**src/sv/assert_macros.svh**
```systemverilog
// Assertion macros shared by the RTL files of the SHA-256 hasher.
// No dependencies; included by the files that carry concurrent checks.
`ifndef ASSERT_MACROS_SVH
`define ASSERT_MACROS_SVH

// Same-cycle implication, disabled while reset is asserted (active low).
`define SHA_ASSERT_SAME(label, clk, rst_n, ante, cons) \
  label: assert property (@(posedge clk) disable iff (!rst_n) (ante) |-> (cons)) \
    else $error("same-cycle check failed");

// Next-cycle implication, disabled while reset is asserted (active low).
`define SHA_ASSERT_NEXT(label, clk, rst_n, ante, cons) \
  label: assert property (@(posedge clk) disable iff (!rst_n) (ante) |=> (cons)) \
    else $error("next-cycle check failed");

`endif

```
**src/sv/sha_pkg.sv**
```systemverilog
// Package for the SHA-256 stream hasher: word type, round constants,
// initial hash values and the round/schedule mixing functions. No dependencies.
`default_nettype none

package sha_pkg;

  typedef logic [31:0] word_t;

  // Input beat opcode
  localparam logic OP_FINISH = 1'b1;

  // Padding and counting constants
  localparam logic [7:0] PAD_MARK  = 8'h80;
  localparam logic [5:0] FILL_LAST = 6'd63;
  localparam logic [5:0] LEN_POS   = 6'd56;
  localparam logic [5:0] RND_LAST  = 6'd63;
  localparam logic [2:0] IDX_LAST  = 3'd7;

  localparam word_t SHA_IV [8] = '{
    32'h6a09e667, 32'hbb67ae85, 32'h3c6ef372, 32'ha54ff53a,
    32'h510e527f, 32'h9b05688c, 32'h1f83d9ab, 32'h5be0cd19
  };

  localparam word_t SHA_K [64] = '{
    32'h428a2f98, 32'h71374491, 32'hb5c0fbcf, 32'he9b5dba5,
    32'h3956c25b, 32'h59f111f1, 32'h923f82a4, 32'hab1c5ed5,
    32'hd807aa98, 32'h12835b01, 32'h243185be, 32'h550c7dc3,
    32'h72be5d74, 32'h80deb1fe, 32'h9bdc06a7, 32'hc19bf174,
    32'he49b69c1, 32'hefbe4786, 32'h0fc19dc6, 32'h240ca1cc,
    32'h2de92c6f, 32'h4a7484aa, 32'h5cb0a9dc, 32'h76f988da,
    32'h983e5152, 32'ha831c66d, 32'hb00327c8, 32'hbf597fc7,
    32'hc6e00bf3, 32'hd5a79147, 32'h06ca6351, 32'h14292967,
    32'h27b70a85, 32'h2e1b2138, 32'h4d2c6dfc, 32'h53380d13,
    32'h650a7354, 32'h766a0abb, 32'h81c2c92e, 32'h92722c85,
    32'ha2bfe8a1, 32'ha81a664b, 32'hc24b8b70, 32'hc76c51a3,
    32'hd192e819, 32'hd6990624, 32'hf40e3585, 32'h106aa070,
    32'h19a4c116, 32'h1e376c08, 32'h2748774c, 32'h34b0bcb5,
    32'h391c0cb3, 32'h4ed8aa4a, 32'h5b9cca4f, 32'h682e6ff3,
    32'h748f82ee, 32'h78a5636f, 32'h84c87814, 32'h8cc70208,
    32'h90befffa, 32'ha4506ceb, 32'hbef9a3f7, 32'hc67178f2
  };

  // Round functions (fixed rotations and shifts written as concatenations)
  function automatic word_t bsig0(input word_t x);
    return {x[1:0], x[31:2]} ^ {x[12:0], x[31:13]} ^ {x[21:0], x[31:22]};
  endfunction

  function automatic word_t bsig1(input word_t x);
    return {x[5:0], x[31:6]} ^ {x[10:0], x[31:11]} ^ {x[24:0], x[31:25]};
  endfunction

  function automatic word_t ssig0(input word_t x);
    return {x[6:0], x[31:7]} ^ {x[17:0], x[31:18]} ^ {3'b000, x[31:3]};
  endfunction

  function automatic word_t ssig1(input word_t x);
    return {x[16:0], x[31:17]} ^ {x[18:0], x[31:19]} ^ {10'b0, x[31:10]};
  endfunction

  function automatic word_t ch_fn(input word_t e, input word_t f, input word_t g);
    return (e & f) ^ (~e & g);
  endfunction

  function automatic word_t maj_fn(input word_t a, input word_t b, input word_t c);
    return (a & b) ^ (a & c) ^ (b & c);
  endfunction

endpackage

`default_nettype wire

```
**src/sv/sha_if.sv**
```systemverilog
// Handshake interfaces of the SHA-256 hasher: byte input channel and
// digest word output channel. No dependencies.
`default_nettype none

interface sha_in_if;
  logic       valid;
  logic       ready;
  logic       op;
  logic [7:0] data_byte;

  modport source (output valid, output op, output data_byte, input ready);
  modport sink   (input valid, input op, input data_byte, output ready);
endinterface

interface sha_out_if;
  logic        valid;
  logic        ready;
  logic [31:0] digest_word;
  logic [2:0]  word_index;
  logic        last_word;

  modport source (output valid, output digest_word, output word_index,
                  output last_word, input ready);
  modport sink   (input valid, input digest_word, input word_index,
                  input last_word, output ready);
endinterface

`default_nettype wire

```
**src/sv/sha256_stream_hasher_core.sv**
```systemverilog
// SHA-256 stream hasher top level: byte intake, padding sequencer and a
// single round unit reused for all 64 rounds. Uses sha_pkg, sha_if, assert_macros.svh.
//
//   channel  dir  beat payload                          handshake
//   in_ch    in   op, data_byte                         valid/ready
//   out_ch   out  digest_word, word_index, last_word    valid/ready
//
// Absorb beat: the 64th byte of a block starts 64 rounds, then a fold into
//   the hash (one round per cycle in the shared round adder tree).
// Finish beat: pad bytes one per cycle, rounds and fold, twice when fill >= 56,
//   then 8 digest beats, one per cycle while out_ch.ready is high.
// Reset (rst_n low, synchronous) loads the initial hash and clears all counters.
// in_ch.ready is high only when idle; a stalled digest beat holds its word.
`default_nettype none
`include "assert_macros.svh"

module sha256_stream_hasher_core
  import sha_pkg::*;
(
  input  wire         clk,
  input  wire         rst_n,
  sha_in_if.sink      in_ch,
  sha_out_if.source   out_ch
);

  localparam logic [2:0] S_IDLE = 3'd0;
  localparam logic [2:0] S_PAD  = 3'd1;
  localparam logic [2:0] S_COMP = 3'd2;
  localparam logic [2:0] S_FOLD = 3'd3;
  localparam logic [2:0] S_OUT  = 3'd4;

  // Control state
  logic [2:0]  state_r, state_nxt;
  logic [5:0]  fill_r, fill_nxt;
  logic [54:0] blk_r, blk_nxt;      // compressed blocks, bit length = blk * 512
  logic [5:0]  rnd_r, rnd_nxt;
  logic        fin_r, fin_nxt;      // finish in progress
  logic        mark_r, mark_nxt;    // 0x80 byte already placed
  logic        lenok_r, lenok_nxt;  // current pad block carries the length
  logic [2:0]  idx_r, idx_nxt;
  word_t       hash_r [8];
  word_t       hash_nxt [8];

  // Datapath state
  word_t       sched_r [16];        // message window, entry 0 is the oldest word
  word_t       sched_nxt [16];
  word_t       v_r [8];
  word_t       v_nxt [8];
  logic [63:0] len_r, len_nxt;

  logic        in_fire, out_fire;
  logic        shift_en;
  logic [7:0]  shift_byte;
  word_t       w_new, t1, t2;

  assign in_fire  = in_ch.valid && in_ch.ready;
  assign out_fire = out_ch.valid && out_ch.ready;

  // Shared round unit and schedule expansion
  assign w_new = ssig1(sched_r[14]) + sched_r[9] + ssig0(sched_r[1]) + sched_r[0];
  assign t1    = v_r[7] + bsig1(v_r[4]) + ch_fn(v_r[4], v_r[5], v_r[6]) +
                 SHA_K[rnd_r] + sched_r[0];
  assign t2    = bsig0(v_r[0]) + maj_fn(v_r[0], v_r[1], v_r[2]);

  // Sequencer
  always_comb begin
    state_nxt  = state_r;
    fill_nxt   = fill_r;
    blk_nxt    = blk_r;
    rnd_nxt    = rnd_r;
    fin_nxt    = fin_r;
    mark_nxt   = mark_r;
    lenok_nxt  = lenok_r;
    idx_nxt    = idx_r;
    hash_nxt   = hash_r;
    sched_nxt  = sched_r;
    v_nxt      = v_r;
    len_nxt    = len_r;
    shift_en   = 1'b0;
    shift_byte = in_ch.data_byte;

    unique case (state_r)
      S_IDLE: begin
        if (in_fire) begin
          if (in_ch.op == OP_FINISH) begin
            fin_nxt   = 1'b1;
            mark_nxt  = 1'b0;
            lenok_nxt = 1'b0;
            len_nxt   = {blk_r, fill_r, 3'b000};
            state_nxt = S_PAD;
          end else begin
            shift_en = 1'b1;
            fill_nxt = fill_r + 6'd1;
            if (fill_r == FILL_LAST) begin
              blk_nxt   = blk_r + 55'd1;
              v_nxt     = hash_r;
              state_nxt = S_COMP;
            end
          end
        end
      end

      // one pad byte per cycle: marker, zeros, then big-endian length
      S_PAD: begin
        shift_en = 1'b1;
        fill_nxt = fill_r + 6'd1;
        if (!mark_r) begin
          shift_byte = PAD_MARK;
          mark_nxt   = 1'b1;
          lenok_nxt  = (fill_r < LEN_POS);
        end else if (lenok_r && (fill_r >= LEN_POS)) begin
          shift_byte = len_r[63:56];
          len_nxt    = {len_r[55:0], 8'h00};
        end else begin
          shift_byte = 8'h00;
        end
        if (fill_r == FILL_LAST) begin
          v_nxt     = hash_r;
          state_nxt = S_COMP;
        end
      end

      // one round per cycle; window slides by one word
      S_COMP: begin
        for (int i = 0; i < 15; i++) begin
          sched_nxt[i] = sched_r[i+1];
        end
        sched_nxt[15] = w_new;
        v_nxt[7] = v_r[6];
        v_nxt[6] = v_r[5];
        v_nxt[5] = v_r[4];
        v_nxt[4] = v_r[3] + t1;
        v_nxt[3] = v_r[2];
        v_nxt[2] = v_r[1];
        v_nxt[1] = v_r[0];
        v_nxt[0] = t1 + t2;
        rnd_nxt  = rnd_r + 6'd1;
        if (rnd_r == RND_LAST) begin
          state_nxt = S_FOLD;
        end
      end

      S_FOLD: begin
        for (int i = 0; i < 8; i++) begin
          hash_nxt[i] = hash_r[i] + v_r[i];
        end
        if (!fin_r) begin
          state_nxt = S_IDLE;
        end else if (lenok_r) begin
          idx_nxt   = 3'd0;
          state_nxt = S_OUT;
        end else begin
          lenok_nxt = 1'b1;
          state_nxt = S_PAD;
        end
      end

      S_OUT: begin
        if (out_fire) begin
          idx_nxt = idx_r + 3'd1;
          if (idx_r == IDX_LAST) begin
            hash_nxt  = SHA_IV;
            fill_nxt  = 6'd0;
            blk_nxt   = 55'd0;
            fin_nxt   = 1'b0;
            state_nxt = S_IDLE;
          end
        end
      end

      default: state_nxt = S_IDLE;
    endcase

    // byte intake: whole window shifts left by one byte
    if (shift_en) begin
      for (int i = 0; i < 15; i++) begin
        sched_nxt[i] = {sched_r[i][23:0], sched_r[i+1][31:24]};
      end
      sched_nxt[15] = {sched_r[15][23:0], shift_byte};
    end
  end

  // Control registers
  always_ff @(posedge clk) begin
    if (!rst_n) begin
      state_r <= S_IDLE;
      fill_r  <= 6'd0;
      blk_r   <= 55'd0;
      rnd_r   <= 6'd0;
      fin_r   <= 1'b0;
      mark_r  <= 1'b0;
      lenok_r <= 1'b0;
      idx_r   <= 3'd0;
      hash_r  <= SHA_IV;
    end else begin
      state_r <= state_nxt;
      fill_r  <= fill_nxt;
      blk_r   <= blk_nxt;
      rnd_r   <= rnd_nxt;
      fin_r   <= fin_nxt;
      mark_r  <= mark_nxt;
      lenok_r <= lenok_nxt;
      idx_r   <= idx_nxt;
      hash_r  <= hash_nxt;
    end
  end

  // Datapath registers
  always_ff @(posedge clk) begin
    sched_r <= sched_nxt;
    v_r     <= v_nxt;
    len_r   <= len_nxt;
  end

  // Ports
  assign in_ch.ready        = (state_r == S_IDLE);
  assign out_ch.valid       = (state_r == S_OUT);
  assign out_ch.digest_word = hash_r[idx_r];
  assign out_ch.word_index  = idx_r;
  assign out_ch.last_word   = (idx_r == IDX_LAST);

  // Checks
  `SHA_ASSERT_SAME(a_rnd_idle, clk, rst_n, state_r != S_COMP, rnd_r == 6'd0)
  `SHA_ASSERT_SAME(a_out_aligned, clk, rst_n, state_r == S_OUT, fill_r == 6'd0 && mark_r)
  `SHA_ASSERT_NEXT(a_fin_start, clk, rst_n, in_fire && in_ch.op == OP_FINISH,
                   state_r == S_PAD && !mark_r && fin_r)
  `SHA_ASSERT_NEXT(a_digest_done, clk, rst_n, out_fire && out_ch.last_word,
                   state_r == S_IDLE && hash_r[0] == SHA_IV[0] && blk_r == 55'd0)

endmodule

`default_nettype wire
```
**src/flat_wrapper.sv**
```systemverilog
// flat-port wrapper written by rule: the top's interface ports become plain ports
module sha256_stream_hasher_core_flat import sha_pkg::*;
  (clk, rst_n, in_ch_valid, in_ch_op, in_ch_data_byte, in_ch_ready, out_ch_valid, out_ch_digest_word, out_ch_word_index, out_ch_last_word, out_ch_ready);
  sha_in_if in_ch_i ();
  sha_out_if out_ch_i ();
  input  wire clk;
  input  wire rst_n;
  input wire logic [$bits(in_ch_i.valid)-1:0] in_ch_valid;
  input wire logic [$bits(in_ch_i.op)-1:0] in_ch_op;
  input wire logic [$bits(in_ch_i.data_byte)-1:0] in_ch_data_byte;
  output wire logic [$bits(in_ch_i.ready)-1:0] in_ch_ready;
  output wire logic [$bits(out_ch_i.valid)-1:0] out_ch_valid;
  output wire logic [$bits(out_ch_i.digest_word)-1:0] out_ch_digest_word;
  output wire logic [$bits(out_ch_i.word_index)-1:0] out_ch_word_index;
  output wire logic [$bits(out_ch_i.last_word)-1:0] out_ch_last_word;
  input wire logic [$bits(out_ch_i.ready)-1:0] out_ch_ready;
  assign in_ch_i.valid = in_ch_valid;
  assign in_ch_i.op = in_ch_op;
  assign in_ch_i.data_byte = in_ch_data_byte;
  assign in_ch_ready = in_ch_i.ready;
  assign out_ch_valid = out_ch_i.valid;
  assign out_ch_digest_word = out_ch_i.digest_word;
  assign out_ch_word_index = out_ch_i.word_index;
  assign out_ch_last_word = out_ch_i.last_word;
  assign out_ch_i.ready = out_ch_ready;
  sha256_stream_hasher_core u_core (.clk(clk), .rst_n(rst_n), .in_ch(in_ch_i), .out_ch(out_ch_i));
endmodule
```
**config.mk**
```make
export PLATFORM = sky130hd
export DESIGN_NAME = sha256_stream_hasher_core_flat
export DESIGN_NICKNAME = d
export VERILOG_FILES = /design/src/sv/sha_pkg.sv /design/src/sv/sha_if.sv /design/src/sv/sha256_stream_hasher_core.sv /design/src/flat_wrapper.sv
export VERILOG_INCLUDE_DIRS = /design/src /design/src/sv
export SDC_FILE = /design/constraint.sdc
export NUM_CORES = 2
export LEC_CHECK = 0
export BUFFER_PORTS_ARGS = -buffer_cell sky130_fd_sc_hd__buf_2
export CORE_ASPECT_RATIO = 1.5
export CORE_MARGIN = 8
export CORE_UTILIZATION = 30
export DETAILED_ROUTE_END_ITERATION = 8
export PLACE_DENSITY = 0.45
export RECOVER_POWER = 25
export SYNTH_ARGS = -nofsm -noshare
export SYNTH_HDL_FRONTEND = slang
export SYNTH_SLANG_ARGS = --single-unit
```
**constraint.sdc**
```tcl
create_clock -name clk -period 169.4 [get_ports clk]
set_input_delay 33.88 -clock clk [delete_from_list [all_inputs] [get_ports clk]]
set_output_delay 33.88 -clock clk [all_outputs]
set_load 0.01 [all_outputs]
```
Word-level counts from Yosys, hierarchy flattened
Memory sizes are Yosys's and may differ from the RTL's.
Cells that the tools add are included.
- bitwise logic cells: 19
- order comparisons: 4
- add/subtract/negate cells: 22
- mux-type cells: 60
- equal/unequal tests: 19
- reductions and logical operators: 21
- operators by type and width (cell ; count):
    two-way mux 256 bit ; 5
    two-way mux 512 bit ; 2
    case mux 256 bit (3 select lines) ; 1
    adder 32 bit ; 18
    case mux 256 bit (2 select lines) ; 1
    XOR 32 bit ; 9
    two-way mux 55 bit ; 5
    two-way mux 64 bit ; 4
    bitwise AND 32 bit ; 5
    two-way mux 32 bit ; 4
    case mux 64 bit (2 select lines) ; 1
    case mux 55 bit (2 select lines) ; 1
    binary-select mux 32 bit (select 3 bit) ; 1
    adder 55 x 1 -> 55 bit (second input constant) ; 1
    two-way mux 3 bit ; 11
    inverter 32 bit ; 1
    XOR 32 x 22 -> 32 bit ; 1
    XOR 32 x 29 -> 32 bit ; 1
    two-way mux 6 bit ; 4
    two-way mux 8 bit ; 3
    AND reduction 5 bit ; 4
    case mux 6 bit (3 select lines) ; 1
    case mux 3 bit (5 select lines) ; 1
    inequality test 2 bit (second input constant) ; 7
    other kinds (24) ; 53
- register bits after elaboration: 1164
- bits in read-only memories: 2048
- input bits: 13
- output and inout port bits: 38
- logic and storage cells: 187
- memories kept: 1
- memories (name ; depth ; bits a word ; rd ports ; clocked after memory_dff ; write ports ; RTL line ; source):
    (name not given) ; 64 ; 32 ; 1 ; 0 ; 0 ; sha256_stream_hasher_core.sv:62 ; SHA_K[rnd_r] + sched_r[0];

Longest topological paths before layout
- depth after elaboration: 8
- depth in mapped cells: 42
- mapped depth without buffers: 40

Least setup slack after synthesis
Ideal clock, no wire load.
- kind: input port to flip-flop
- start point: in in_ch_valid
- end point: reg u_core.state_r[1]
- setup time: 0.125 ns
- required time: 169.275 ns
- stages on the path: 5
- arrival time: 81.309 ns
- path buffers: 0
- slack: 87.966 ns
- cell sequence: nor2b_1 -> nor2_1 -> a211oi_1 -> nor2b_1 -> and2_1
- longest elaborated chain between the ends: 3
- ends and longest elaborated chain (what ; RTL line ; source):
    start: declaration ; flat_wrapper.sv:8 ; input wire logic [$bits(in_ch_i.valid)-1:0] in_ch_valid;
    logical AND 1 bit ; sha256_stream_hasher_core.sv:56 ; assign in_fire = in_ch.valid && in_ch.ready;
    inequality test 2 bit (no source line) ; n/a ;
    AND reduction 4 bit (no source line) ; n/a ;
    end signal: assignment ; sha256_stream_hasher_core.sv:196 ; state_r <= state_nxt;
    end: declaration ; sha256_stream_hasher_core.sv:33 ; logic [2:0] state_r, state_nxt;
No other way between the ends.
A chain may end at the register's enable or synchronous reset.

Final worst setup path
- start point: in rst_n
- end point: reg u_core.rnd_r[2]
- RTL lines (what ; RTL line ; source):
    start: declaration ; flat_wrapper.sv:7 ; input wire rst_n;
    end signal: assignment ; sha256_stream_hasher_core.sv:199 ; rnd_r <= rnd_nxt;
    end: declaration ; sha256_stream_hasher_core.sv:36 ; logic [5:0] rnd_r, rnd_nxt;
No word-level cell between the ends.

==> flow_summary.yaml <==
yosys:
  synth_ff_type: "edfxtp_1"
  synthArstFlopShare: 0
  synth_cells: 8525
  synth_seq_area_share: 0.4138
  ys_warn_count: 0
  yosys.cell_types.count: 98
  netlist_area_mm2: 0.07622
  synth-edff-count: 829
  ys_ff_latch: 1161
  avgSynthCellArea_um2: 8.941
  syn_nets: 9130
finish:
  final_area_mm2: 0.08437
  final_nets: 8962
  drive_gt1_frac: 0.06185
  area_growth_pct: 10.69
  nFillCells: 26274
  fin_cells: 11765
die:
  die_w_um: 427.6
  start_util: 0.3015
  core-area_mm2: 0.2528
  ios: 51
  die_h_um: 633.3
  fp-row-count: 226
  dieArea_mm2: 0.2708
setup_path:
  path_class: "primary input to register"
  ff2ff_path_depth: 32
  path_max_fanout: 48
  worst_ep_arrival_time_ps: 41200
  endpoint_kind: "register"
  reg2reg_from: "u_core.rnd_r[0]"
  r2r_end: "u_core.v_r[255]"
  ff2ff_setup_slack_ps: 155290
  required_ps: 169990
  startpoint_type: "primary input"
clock_tree:
  cts_hold_buf: 0
  cts_tree: "done"
  cts_max_level: 4
  postCtsSetupBuffers: 0
  postCtsResizedCells: 0
  cts_buffers: 143
  clock_tree.root_cell: "clkbuf_16"
  clockBufferDepth: 4
  cts.sinks: 1161
  clk_latency_ps: 830
  cts.clk_slew.worst_paths_ps: 60
power_and_ir_drop:
  p_leak_nw: 34.49
  seqPwrFrac: 0.372
  p_int_uw: 628.1
  pwr-share-clk: 0.327
  max-vdd-ir-drop_v: 0.00001080
  pwr-share-comb: 0.301
  p_sw_uw: 326.3
  p_sw_frac: 0.3419
  total_power_uw: 954.4
  powerDensity_mw_per_mm2: 11.31
global_route:
  gr-total-overflow: 0
  grt_pass1_wl_um: 406900
  grt_max_degree: 232
  grt_antenna_before_repair: 5
  grt.total_usage: 0.1983
  grt_pass1_vias: 62526
detailed_routing:
  vias: 61057
  postRouteWirelength_um: 275800
  drc_errors: 0
  drtAntennaViolNets: 0
  first_pass_iters: 6
  dr.first_iter.drc_count: 4837
  wl_per_cell_um: 23.44
  avgViaCountPerCell: 5.190
sta:
  hold_slack_ps: 499.1
  finalHoldViolCount: 0
  setup_tns_ps: 0
  finalCritPeriodShare: 0.2397
  min_period_ps: 40610
  worst_slew_pin_slew_ps: 7549
  slew-limit-headroom: -4.033
  fin_skew_ps: 118.2
  grt_setup_unrepaired: "false"
  slew_violations: 1066
  setup_viol: 0
  max_freq_mhz: 24.63
min_path:
  hp-class: "register to register"
  min-delay-start: "u_core.hash_r[159]"
  hold_path_end: "u_core.hash_r[159]"
  whs_path_depth: 1
run_status:
  violations: "max-capacitance violations, max-slew violations"
  status: "finished with violations"
place:
  place_area_mm2: 0.07994
  gp_congestion: 0.9479
  dp.cells: 11518
  numPortBuffers: 50
  hpwlAfterDp_um: 201900
flow_run:
  maxCapViolations: 19
## layout make-up
type / instances / area (um^2) / share of cell area
inverter: 305 / 1146 / 0.01358
sequential: 1161 / 31560 / 0.3740
antenna: 3 / 7.507 / 0.00008898
clock buffer: 182 / 3850 / 0.04563
multi-input combinational: 6564 / 41730 / 0.4946
timing repair buffer: 182 / 1232 / 0.01461
tap: 3306 / 4136 / 0.04903
clock inverter: 62 / 708.2 / 0.008394
## cells by family (layout without fill, tap and decap cells)
| logic type | count (synthesis) | after routing | synth area share |
|---|---|---|---|
| buffers and inverters | 800 | 731 | 0.03951 |
| AND/OR/NAND/NOR | 3557 | 3557 | 0.1902 |
| AO/OA/AOI/OAI | 1623 | 1623 | 0.1343 |
| XOR/XNOR | 621 | 621 | 0.07136 |
| flip-flops | 1161 | 1161 | 0.4138 |
| other | 0 | 3 | 0 |
| multiplexers | 147 | 147 | 0.03129 |
| adder cells (fa/ha/maj) | 616 | 616 | 0.1195 |
## worst max-delay path, stage by stage
cell        delay (ps)
clkbuf_1          1710
clkinvlp_2        3230
clkbuf_1          1830
a21oi_1            520
## power by group through the flow
stage	Clock [mW]	Sequential, mW	Combinational (mW)
finish	0.312	0.355	0.288
global route	0.330	0.357	0.317
CTS	0.322	0.355	0.290
detailed placement	0	0.361	0.288
global placement	0	0.361	0.286
floorplan	0	0.359	0.205
## flip-flops by register name, summed over array words and instances, names as in the netlist
register and cells:
u_core.sched_r 512, u_core.hash_r 256, u_core.v_r 256, u_core.len_r 61, u_core.blk_r 55, u_core.fill_r 6
u_core.rnd_r 6, u_core.out_ch.word_index 3, u_core.state_r 3, u_core.fin_r 1, u_core.lenok_r 1, u_core.mark_r 1
## synthesized netlist by cell type, drive strengths merged (76+ instances only)
cell type / instances / share of area
fa: 195 / 0.051
nand2: 2573 / 0.13
dfxtp: 332 / 0.087
a21o: 179 / 0.018
clkbuf: 437 / 0.022
nor2: 446 / 0.022
edfxtp: 829 / 0.33
a21oi: 426 / 0.028
xnor2: 410 / 0.047
o21ai: 440 / 0.029
xor2: 211 / 0.024
nand3: 140 / 0.0092
ha: 397 / 0.065
o21a: 76 / 0.0075
nor3: 91 / 0.0060
inv: 300 / 0.015
## per-layer routing
metal,track usage,share of wire,up-vias,routed length (um)
met2,0.3718,0.52,1509,143900
met3,0.02054,0.037,586,10230
met5,0,0,-,0
met4,0.1055,0.064,0,17680
li1,-,-,28978,-
met1,0.2183,0.38,29984,103900
## worst max-delay path by stage
| stage | start | end | slack (ps) | cells after the start |
|---|---|---|---|---|
| after floorplan | in_ch_valid | u_core.state_r[1] | 87970 | 5 |
| after global placement | in_ch_valid | u_core.sched_r[12] | 130840 | 9 |
| after detailed placement | in_ch_valid | u_core.sched_r[13] | 130800 | 9 |
| after CTS | in_ch_valid | u_core.sched_r[13] | 131630 | 9 |
| after global routing | rst_n | u_core.hash_r[127] | 128480 | 7 |
| final | rst_n | u_core.rnd_r[2] | 128790 | 4 |
## cells in the final DEF, fill, tap and decap left out, drive strengths merged, types with 195 or more instances in the layout
cell type / synthesis / layout
nand2: 2573 / 2573
edfxtp: 829 / 829
nor2: 446 / 446
o21ai: 440 / 440
a21oi: 426 / 426
xnor2: 410 / 410
ha: 397 / 397
dfxtp: 332 / 332
inv: 300 / 302
xor2: 211 / 211
clkbuf: 437 / 203
fa: 195 / 195
## metrics by stage
stage | util | setup WS [ps]
after CTS | 0.3342 | 131630
after global placement | 0.3162 | 130840
after floorplan | - | 87970
final | 0.3337 | 128790
after detailed placement | 0.3162 | 130800
after global routing | 0.3337 | 128480
(Power assumes the default switching activity.)
